## config.mk

```make
export PLATFORM = sky130hd
export DESIGN_NAME = cartridge_prg_bank_mapper
export DESIGN_NICKNAME = d
export VERILOG_FILES = /design/src/sv/cpbm_pkg.sv /design/src/sv/cpbm_regs.sv /design/src/sv/cpbm_decode.sv /design/src/sv/cartridge_prg_bank_mapper.sv
export SDC_FILE = /design/constraint.sdc
export NUM_CORES = 1
export LEC_CHECK = 0
export BUFFER_PORTS_ARGS = -buffer_cell sky130_fd_sc_hd__buf_4
export CAP_MARGIN = 20
export CORE_AREA = 2 2 112 103
export DETAILED_ROUTE_END_ITERATION = 16
export DIE_AREA = 0 0 114 105
export HOLD_SLACK_MARGIN = 0.05
export PLACE_DENSITY_LB_ADDON = 0.25
export SLEW_MARGIN = 20
export SYNTH_ARGS = -nofsm -noshare
export SYNTH_HDL_FRONTEND = slang
export SYNTH_HIERARCHICAL = 1
export SYNTH_SLANG_ARGS = --single-unit
```

## constraint.sdc

```tcl
create_clock -name clk_i -period 2.29 [get_ports clk_i]
set_input_delay 0.229 -clock clk_i [delete_from_list [all_inputs] [get_ports clk_i]]
set_output_delay 0.229 -clock clk_i [all_outputs]
set_load 0.02 [all_outputs]
```

## src/sv/cpbm_pkg.sv

```systemverilog
`timescale 1ns / 1ps

package cpbm_pkg;

  // Access kinds carried in the slave-side tuser.
  typedef enum logic [1:0] {
    FUNC_PRG_RD = 2'd0,
    FUNC_PRG_WR = 2'd1,
    FUNC_VID_RD = 2'd2,
    FUNC_VID_WR = 2'd3
  } func_e;

  // Result destinations carried in the master-side tuser.
  typedef enum logic [2:0] {
    TGT_BUS     = 3'd0,
    TGT_ROM     = 3'd1,
    TGT_VRAM    = 3'd2,
    TGT_PATTERN = 3'd3,
    TGT_ABSORB  = 3'd4
  } target_e;

  // Board revision codes.
  localparam logic [2:0] REV_PLAIN_A = 3'd0;
  localparam logic [2:0] REV_MULTI_A = 3'd1;
  localparam logic [2:0] REV_PLAIN_B = 3'd2;
  localparam logic [2:0] REV_MULTI_B = 3'd3;
  localparam logic [2:0] REV_ONESCR  = 3'd4;

  // Configuration register indexes.
  localparam logic [1:0] CFG_IDX_REVISION = 2'd0;
  localparam logic [1:0] CFG_IDX_MIRROR   = 2'd1;

  localparam int unsigned ROM_AW  = 18;
  localparam int unsigned VRAM_AW = 11;

  typedef struct packed {
    logic [2:0] revision;
    logic       horiz;
  } cfg_t;

  typedef struct packed {
    logic [3:0] bank;
    logic [1:0] block;
    logic       page;
  } map_state_t;

  typedef struct packed {
    target_e              target;
    logic [ROM_AW-1:0]    rom_address;
    logic [VRAM_AW-1:0]   vram_address;
    logic [7:0]           data_out;
  } result_t;

  // Revisions above the last defined one behave as the first plain board.
  function automatic logic [2:0] eff_revision(input logic [2:0] rev);
    eff_revision = (rev > REV_ONESCR) ? REV_PLAIN_A : rev;
  endfunction

  function automatic logic is_multicart(input logic [2:0] rev);
    is_multicart = (rev == REV_MULTI_A) || (rev == REV_MULTI_B);
  endfunction

endpackage

```

## src/sv/cpbm_regs.sv

```systemverilog
`timescale 1ns / 1ps

module cpbm_regs
  import cpbm_pkg::*;
(
  input  logic        clk_i,
  input  logic        rst_ni,
  input  logic        cfg_we_i,
  input  logic [1:0]  cfg_index_i,
  input  logic [7:0]  cfg_data_i,
  input  logic        prg_we_i,
  input  logic [15:0] prg_addr_i,
  input  logic [7:0]  prg_data_i,
  output cfg_t        cfg_o,
  output map_state_t  state_o
);

  cfg_t       cfg_q, cfg_d;
  map_state_t state_q, state_d;
  logic [2:0] rev;
  logic       multi;

  assign rev   = eff_revision(cfg_q.revision);
  assign multi = is_multicart(rev);

  always_comb begin
    cfg_d = cfg_q;
    if (cfg_we_i) begin
      unique case (cfg_index_i)
        CFG_IDX_REVISION: cfg_d.revision = cfg_data_i[2:0];
        CFG_IDX_MIRROR:   cfg_d.horiz    = cfg_data_i[0];
        default:          cfg_d          = cfg_q;
      endcase
    end
  end

  always_comb begin
    state_d = state_q;
    if (prg_we_i) begin
      if (multi && (prg_addr_i[15:14] == 2'b10)) begin
        state_d.block = prg_data_i[4:3];
      end
      if ((rev == REV_ONESCR) && (prg_addr_i[15:13] == 3'b100)) begin
        state_d.page = prg_data_i[4];
      end
      if (prg_addr_i[15:14] == 2'b11) begin
        if (multi) begin
          state_d.bank = {2'b00, prg_data_i[1:0]};
        end else if (rev == REV_ONESCR) begin
          state_d.bank = {1'b0, prg_data_i[2:0]};
        end else begin
          state_d.bank = prg_data_i[3:0];
        end
      end
    end
  end

  always_ff @(posedge clk_i or negedge rst_ni) begin
    if (!rst_ni) begin
      cfg_q   <= '0;
      state_q <= '0;
    end else begin
      cfg_q   <= cfg_d;
      state_q <= state_d;
    end
  end

  assign cfg_o   = cfg_q;
  assign state_o = state_q;

endmodule

```

## src/sv/cpbm_decode.sv

```systemverilog
`timescale 1ns / 1ps

module cpbm_decode
  import cpbm_pkg::*;
(
  input  func_e       func_i,
  input  logic [15:0] addr_i,
  input  logic [7:0]  data_i,
  input  cfg_t        cfg_i,
  input  map_state_t  state_i,
  output result_t     result_o
);

  logic [2:0] rev;
  logic       multi;

  assign rev   = eff_revision(cfg_i.revision);
  assign multi = is_multicart(rev);

  always_comb begin
    result_o = '0;
    result_o.target = TGT_BUS;
    unique case (func_i)
      FUNC_PRG_RD: begin
        if (!addr_i[15]) begin
          result_o.target   = TGT_BUS;
          result_o.data_out = data_i;
        end else begin
          result_o.target = TGT_ROM;
          if (!addr_i[14]) begin
            // Block and bank fields overlap in bits 17:16, as on the board.
            result_o.rom_address = {state_i.block, 16'h0000}
                                 | {state_i.bank, 14'h0000}
                                 | {4'h0, addr_i[13:0]};
          end else if (multi) begin
            result_o.rom_address = {state_i.block, 2'b11, addr_i[13:0]};
          end else begin
            result_o.rom_address = {4'hf, addr_i[13:0]};
          end
        end
      end
      FUNC_PRG_WR: begin
        result_o.target = TGT_ABSORB;
      end
      FUNC_VID_RD, FUNC_VID_WR: begin
        result_o.data_out = data_i;
        if (addr_i[13]) begin
          result_o.target = TGT_VRAM;
          if (rev == REV_ONESCR) begin
            result_o.vram_address = {state_i.page, addr_i[9:0]};
          end else if (cfg_i.horiz) begin
            result_o.vram_address = {addr_i[11], addr_i[9:0]};
          end else begin
            result_o.vram_address = {addr_i[10], addr_i[9:0]};
          end
        end else begin
          result_o.target = TGT_PATTERN;
        end
      end
      default: begin
        result_o.target = TGT_BUS;
      end
    endcase
  end

endmodule

```

## src/sv/cartridge_prg_bank_mapper.sv

```systemverilog
`timescale 1ns / 1ps

// Cartridge program-bank mapper. Each slave-side word is one bus access
// (program read or write, video read or write) and produces exactly one
// master-side word telling where the access goes: open bus, program ROM with
// an 18-bit byte address, the 2 KiB nametable RAM with an 11-bit address, the
// base board pattern space, or a write absorbed by the mapper registers.
// The block sustains one word per clock cycle while the master side is ready.
// A word passes through the input register and then the result register, and
// the mapping plus the bank/block/page register update happen between them.
// The input side stays ready while a finished result waits, as long as the
// input register is empty or moves forward in the same cycle. Configuration
// writes (board revision, mirroring) are always accepted and must only be
// issued while no word is in flight.
module cartridge_prg_bank_mapper
  import cpbm_pkg::*;
(
  input  logic        clk_i,
  input  logic        rst_ni,
  // Slave side: access words.
  input  logic        s_axis_tvalid,
  output logic        s_axis_tready,
  // tdata fields from bit 0: bus_address[15:0], bus_data[23:16].
  input  logic [23:0] s_axis_tdata,
  // tuser fields from bit 0: func[1:0].
  input  logic [1:0]  s_axis_tuser,
  // Master side: result words.
  output logic        m_axis_tvalid,
  input  logic        m_axis_tready,
  // tdata fields from bit 0: rom_address[17:0], vram_address[28:18],
  // data_out[36:29], zero fill [39:37].
  output logic [39:0] m_axis_tdata,
  // tuser fields from bit 0: target[2:0].
  output logic [2:0]  m_axis_tuser,
  // Configuration write channel.
  input  logic        cfg_valid_i,
  output logic        cfg_ready_o,
  input  logic [1:0]  cfg_index_i,
  input  logic [7:0]  cfg_data_i
);

  // Input register stage.
  logic        in_valid_q, in_valid_d;
  func_e       in_func_q;
  logic [15:0] in_addr_q;
  logic [7:0]  in_data_q;

  // Result register stage.
  logic        out_valid_q, out_valid_d;
  result_t     out_q;

  logic        s_accept;
  logic        advance;
  cfg_t        cfg;
  map_state_t  map_state;
  result_t     result;

  // A word moves into the result register when that register is empty or
  // is being emptied in the same cycle.
  assign advance       = in_valid_q && (!out_valid_q || m_axis_tready);
  assign s_axis_tready = !in_valid_q || advance;
  assign s_accept      = s_axis_tvalid && s_axis_tready;
  assign cfg_ready_o   = 1'b1;

  assign in_valid_d  = s_accept || (in_valid_q && !advance);
  assign out_valid_d = advance || (out_valid_q && !m_axis_tready);

  always_ff @(posedge clk_i or negedge rst_ni) begin
    if (!rst_ni) begin
      in_valid_q  <= 1'b0;
      out_valid_q <= 1'b0;
    end else begin
      in_valid_q  <= in_valid_d;
      out_valid_q <= out_valid_d;
    end
  end

  always_ff @(posedge clk_i) begin
    if (s_accept) begin
      in_func_q <= func_e'(s_axis_tuser);
      in_addr_q <= s_axis_tdata[15:0];
      in_data_q <= s_axis_tdata[23:16];
    end
    if (advance) begin
      out_q <= result;
    end
  end

  // Mapper registers are updated by a program write exactly when that word
  // leaves the input register, so later words see the new bank settings.
  cpbm_regs u_regs (
    .clk_i       (clk_i),
    .rst_ni      (rst_ni),
    .cfg_we_i    (cfg_valid_i && cfg_ready_o),
    .cfg_index_i (cfg_index_i),
    .cfg_data_i  (cfg_data_i),
    .prg_we_i    (advance && (in_func_q == FUNC_PRG_WR)),
    .prg_addr_i  (in_addr_q),
    .prg_data_i  (in_data_q),
    .cfg_o       (cfg),
    .state_o     (map_state)
  );

  cpbm_decode u_decode (
    .func_i   (in_func_q),
    .addr_i   (in_addr_q),
    .data_i   (in_data_q),
    .cfg_i    (cfg),
    .state_i  (map_state),
    .result_o (result)
  );

  assign m_axis_tvalid = out_valid_q;
  assign m_axis_tuser  = out_q.target;
  assign m_axis_tdata  = {3'b000, out_q.data_out, out_q.vram_address, out_q.rom_address};

  // Bank, block and page only change when a word moves to the result stage.
  a_state_hold : assert property (@(posedge clk_i) disable iff (!rst_ni)
    !advance |=> $stable(map_state))
    else $error("mapper registers changed without a word advancing");

  // A ROM result never carries data or a nametable address.
  a_rom_clean : assert property (@(posedge clk_i) disable iff (!rst_ni)
    (out_valid_q && (out_q.target == TGT_ROM)) |->
      ((out_q.data_out == 8'h00) && (out_q.vram_address == '0)))
    else $error("ROM result with stray data or nametable address");

  // Only nametable results carry a nametable address.
  a_vram_only : assert property (@(posedge clk_i) disable iff (!rst_ni)
    (out_valid_q && (out_q.vram_address != '0)) |-> (out_q.target == TGT_VRAM))
    else $error("nametable address on a non-nametable result");

  // An absorbed write produces an all-zero payload.
  a_absorb_zero : assert property (@(posedge clk_i) disable iff (!rst_ni)
    (out_valid_q && (out_q.target == TGT_ABSORB)) |->
      ((out_q.rom_address == '0) && (out_q.data_out == 8'h00)))
    else $error("absorbed write with nonzero payload");

endmodule
```

; After elaboration in Yosys (flattened, before gate mapping)
; Cells that the tools add are included.
[totals]
regBits = 79
out_inout_bits = 46
word_cells = 65
[classes]
magnitude_cmp = 1
n_eq_ne = 10
mux = 12
bitwise_logic = 2
reduce_logical = 26
[op_table]
columns = op, count
row1 = $mux 18, 2
row2 = $mux 11, 2
row3 = $or 18x14->18, 1
row4 = $or 18x18->18, 1
row5 = $pmux 8 s2, 1
row6 = $reduce_and 2->1, 7
row7 = $pmux 3 s3, 1
row8 = $eq 2x2->1 const B, 4
row9 = $mux 4, 2
row10 = $mux 8, 1
row11 = $logic_and 1x1->1, 7
row12 = $eq 3x3->1 const B, 2
row13 = $logic_or 1x1->1, 5
row14 = $eq 2x1->1 const B, 2
row15 = $logic_not 1->1, 4
row16 = $logic_not 2->1, 2
row17 = $eq 3x1->1 const B, 1
row18 = $eq 3x2->1 const B, 1
row19 = $gt 3x3->1 const B, 1
row20 = $mux 3, 1
row21 = $mux 1, 2
row22 = $reduce_or 2->1, 1

; Longest topological paths before layout
[logic_depth]
depth_word = 6
mapped_depth = 5

; Modules after synthesis
; The synthesis kept the hierarchy.
[modules_own_cells]
columns = mod, instances, cells_per_inst, area_each_um2
row1 = cartridge_prg_bank_mapper, 1, 81, 2133.3
row2 = cpbm_regs, 1, 34, 459.2
row3 = cpbm_decode, 1, 52, 385.4

; Worst setup path after synthesis
; Ideal clock, no wire load.
[synth_path]
kind = register -> register
startpoint = register out_valid_q (netlist: m_axis_tvalid)
endpoint = register out_q (netlist bit m_axis_tdata[0]) (enable)
arrival_ns = 1.596
required_time_ns = 1.889
path_slack_ns = 0.293
stages_incl_launch_ff = 3
path_buffers = 0
path_cell_list = dfrtp_1 -> nand2b_1 -> and2_1
[synth_between]
elab_chain_len = 3
[synth_lines]
columns = element, line_no
row1 = from (decl), cartridge_prg_bank_mapper.sv:49  ; logic out_valid_q, out_valid_d;
row2 = from (signal assigned), cartridge_prg_bank_mapper.sv:74  ; out_valid_q <= out_valid_d;
row3 = $logic_not 1->1, cartridge_prg_bank_mapper.sv:60  ; assign advance = in_valid_q && (!out_valid_q || m_axis_tready);
row4 = $logic_or 1x1->1, cartridge_prg_bank_mapper.sv:60
row5 = $logic_and 1x1->1, cartridge_prg_bank_mapper.sv:60
row6 = net advance, cartridge_prg_bank_mapper.sv:53  ; logic advance;
row7 = to (signal assigned), cartridge_prg_bank_mapper.sv:85  ; out_q <= result;
row8 = to (decl), cartridge_prg_bank_mapper.sv:50  ; result_t out_q;
; The timed path passes the listed nets, and every way through them passes these cells.
; A chain may end at the register's enable or synchronous reset.

; Worst setup path in the final report
[layout_path]
startpoint = register in_func_q[1]
endpoint = register u_regs.state_q (netlist bit u_regs/state_o[1])
[layout_between]
elab_chain_len = 3
[layout_lines]
columns = element, line_no
row1 = from (decl), cartridge_prg_bank_mapper.sv:44  ; func_e in_func_q;
row2 = from (signal assigned), cartridge_prg_bank_mapper.sv:80  ; in_func_q <= func_e'(s_axis_tuser);
row3 = $eq 2x1->1, cartridge_prg_bank_mapper.sv:97  ; .prg_we_i (advance && (in_func_q == FUNC_PRG_WR)),
row4 = $logic_and 1x1->1, cartridge_prg_bank_mapper.sv:97
row5 = $reduce_and 2->1 (no line), n/a
row6 = to (signal assigned), cpbm_regs.sv:64  ; state_q <= state_d;
row7 = to (decl), cpbm_regs.sv:19  ; map_state_t state_q, state_d;
; Every way passes these cells.

==> metrics.txt <==
YS warnings 6; Post-Syn Area 0.00298 sq mm; initial antenna violation count 0; Tcrit/Tclk final 73.0%; DR DRC count 0; hold crit path type in2reg; P per Cell Area 891 mW/mm^2; minimum clock period 1670 ps; FILL cells 1,043; GPL Wtd Cong 0.732; worst vdd ir 0.363 mV; Clock Skew 4.78 ps; TritonCTS Buffers 9; part of the Yosys area used for sequential elements 77.5%; largest net degree at the start of global routing 27; FFs w/ async S/R, synth 16.5%; first-pass GRT wire length 9.31 mm; Critical Path Source Type flip-flop; GRT Resource Usage Total 10.5%; Via density 4.18; crit end category flip-flop; Starting Density 27.8%; H-tree levels 3; DRT iter0 DRCs 28; CTS tree done; Unique masters post-synth 36; vias in the first global route 1,698; count leader, synth edfxtp_1; Max Cap Viol 0; Top FF cell, synth edfxtp_1; Root Driver clkbuf_16; Crit path required time 2500 ps; cells after synthesis 167; nets 295; #FFs+latches synth 79; Area contributors post-synth edfxtp_1 (67%), dfrtp_1 (11%), and2_2 (3.5%), mux2_2 (3.0%), and2_1 (1.9%); Reg clk slew, reported paths 60 ps; I/O Buffers 77; Synth area leader edfxtp_1; Slew headroom 63.6%; DRT antenna net count 0; area of the core 0.0107 sq mm; gr ovfl total 0; Die Height 105 um; setup repair bufs after CTS 0; clock tree buffer depth 2; Top Ports 87; Die Span X 114 um; Post-Syn Area per Cell 17.8 sq um; routed vias 1,640; P_leak 1.65 nW; final count of negative-setup-slack endpoints 0; final WL 5.92 mm; outcome completed; Die ar. 0.0120 sq mm; DR WL/cell 15.1 um; Slew @ Worst Pin 544 ps; Ant. Diodes 0; crit path kind reg2reg; final core utilization 37.7%; synth-to-layout area growth 35.5%; Fin. Hold Viols 0; RSZ-0062 raised after global routing no; layout cells sized above 1 49.0%; CP Max Fanout 4; clock latency on the worst-skew pair 320 ps; Setup TNS Final 0 ps; Synth top area share 66.6%; fin. max-slew vios 0; Post-synth EDFFs 66; hpwl dp 4.09 mm; Critical Path AT 1880 ps; top cells by count, synth edfxtp_1 (66), and2_2 (14), dfrtp_1 (13); # rows 36; first-pass iteration count of the detailed router 4; f_max 598 MHz; clk sinks 79
layout make-up:
cell class	count	area, sq um	share of cell area [%]
sequential	79	2310	57.2
timing repair buffer	82	631	15.6
multi-input combinational	81	623	15.4
clock buffer	9	225	5.58
tap	133	166	4.12
clock inverter	7	80.1	1.98
inverter	1	3.75	0.0930
layer usage:
layer  routed length (um)  share of wire [%]  up-vias  track usage, %
met5                    0                  0        -               0
met2                 2870                 48       50            16.2
li1                     -                  -      791               -
met4                   49               0.83        0            3.40
met3                  284                4.8        2            3.94
met1                 2720                 46      797            13.5
layout by cell type, fill, tap and decap left out, types with 2 or more instances in the layout:
cell type / n
dfrtp_1: 13
and3_1: 9
nand2b_1: 4
mux2_2: 8
buf_4: 80
or3b_1: 2
o311a_1: 2
clkbuf_16: 9
conb_1: 4
and2_1: 8
o21a_1: 2
and2_2: 15
clkinvlp_4: 2
nand3_1: 2
edfxtp_1: 66
nand4bb_1: 2
nand2_1: 5
clkinv_4: 2
inv_6: 2
state kept, by name, indices dropped and copies added, names as in the netlist:
register,cells
in_addr_q,16
in_data_q,8
m_axis_tdata,37
in_valid_q,1
m_axis_tuser,3
u_regs/cfg_o,4
in_func_q,2
m_axis_tvalid,1
u_regs/state_o,7
worst max-delay path: stages (launching register included):
cell and delay, ps:
edfxtp_1 480, and4b_1 340, nand2_1 100, nor3_1 270, mux2_2 370
power by group:
group,internal [W],switching [W],total (W)
Clock,0.000855,0.000566,0.00142
Sequential,0.00171,0.0000745,0.00178
Combinational,0.000190,0.000201,0.000390
final timing paths:
| kind | endpoint | depth (start not counted) | slack [ps] | start |
|---|---|---|---|---|
| max | u_regs/state_o[1]$_DFFE_PN0P_ | 4 | 620 | in_func_q[1]$_DFFE_PP_ |
| min | in_func_q[0]$_DFFE_PP_ | 1 | 80 | s_axis_tuser[0] |
| max reg2reg | u_regs/state_o[1]$_DFFE_PN0P_ | 4 | 620 | in_func_q[1]$_DFFE_PP_ |
| min reg2reg | u_regs/state_o[5]$_DFFE_PN0P_ | 2 | 500 | u_regs/state_o[5]$_DFFE_PN0P_ |
| max in group asynchronous | u_regs/state_o[0]$_DFFE_PN0P_ | 2 | 1830 | rst_ni |
| min in group asynchronous | u_regs/state_o[3]$_DFFE_PN0P_ | 2 | 290 | rst_ni |
kinds of logic (layout without fill, tap and decap cells):
family,after synthesis,after routing,share of synthesized area (%)
flip-flops,79,79,77.5
AO/OA/AOI/OAI,9,9,2.31
buffers and inverters,9,99,1.89
multiplexers,10,10,3.74
AND/OR/NAND/NOR,58,58,14.3
other,2,4,0.252
timing repair:
item	4_1_cts	5_1_grt
gates resized for setup	0	0
hold endpoints to repair	13	0
hold buffers	1	0
per-stage QoR:
step           setup slack [ps]  hold WS [ps]  total power, W  cell area [sq um]  cells
4_1_cts                     599          63.2         0.00367               4040    392
2_1_floorplan               293         -66.6         0.00201               2990    169
6_report                    619          81.1         0.00360               4040    392
3_3_place_gp                669          92.7         0.00220               3720    375
5_1_grt                     519          53.2         0.00377               4040    392
3_5_place_dp                620          91.1         0.00221               3720    375
No activity file was read; power rests on OpenSTA's default activity.
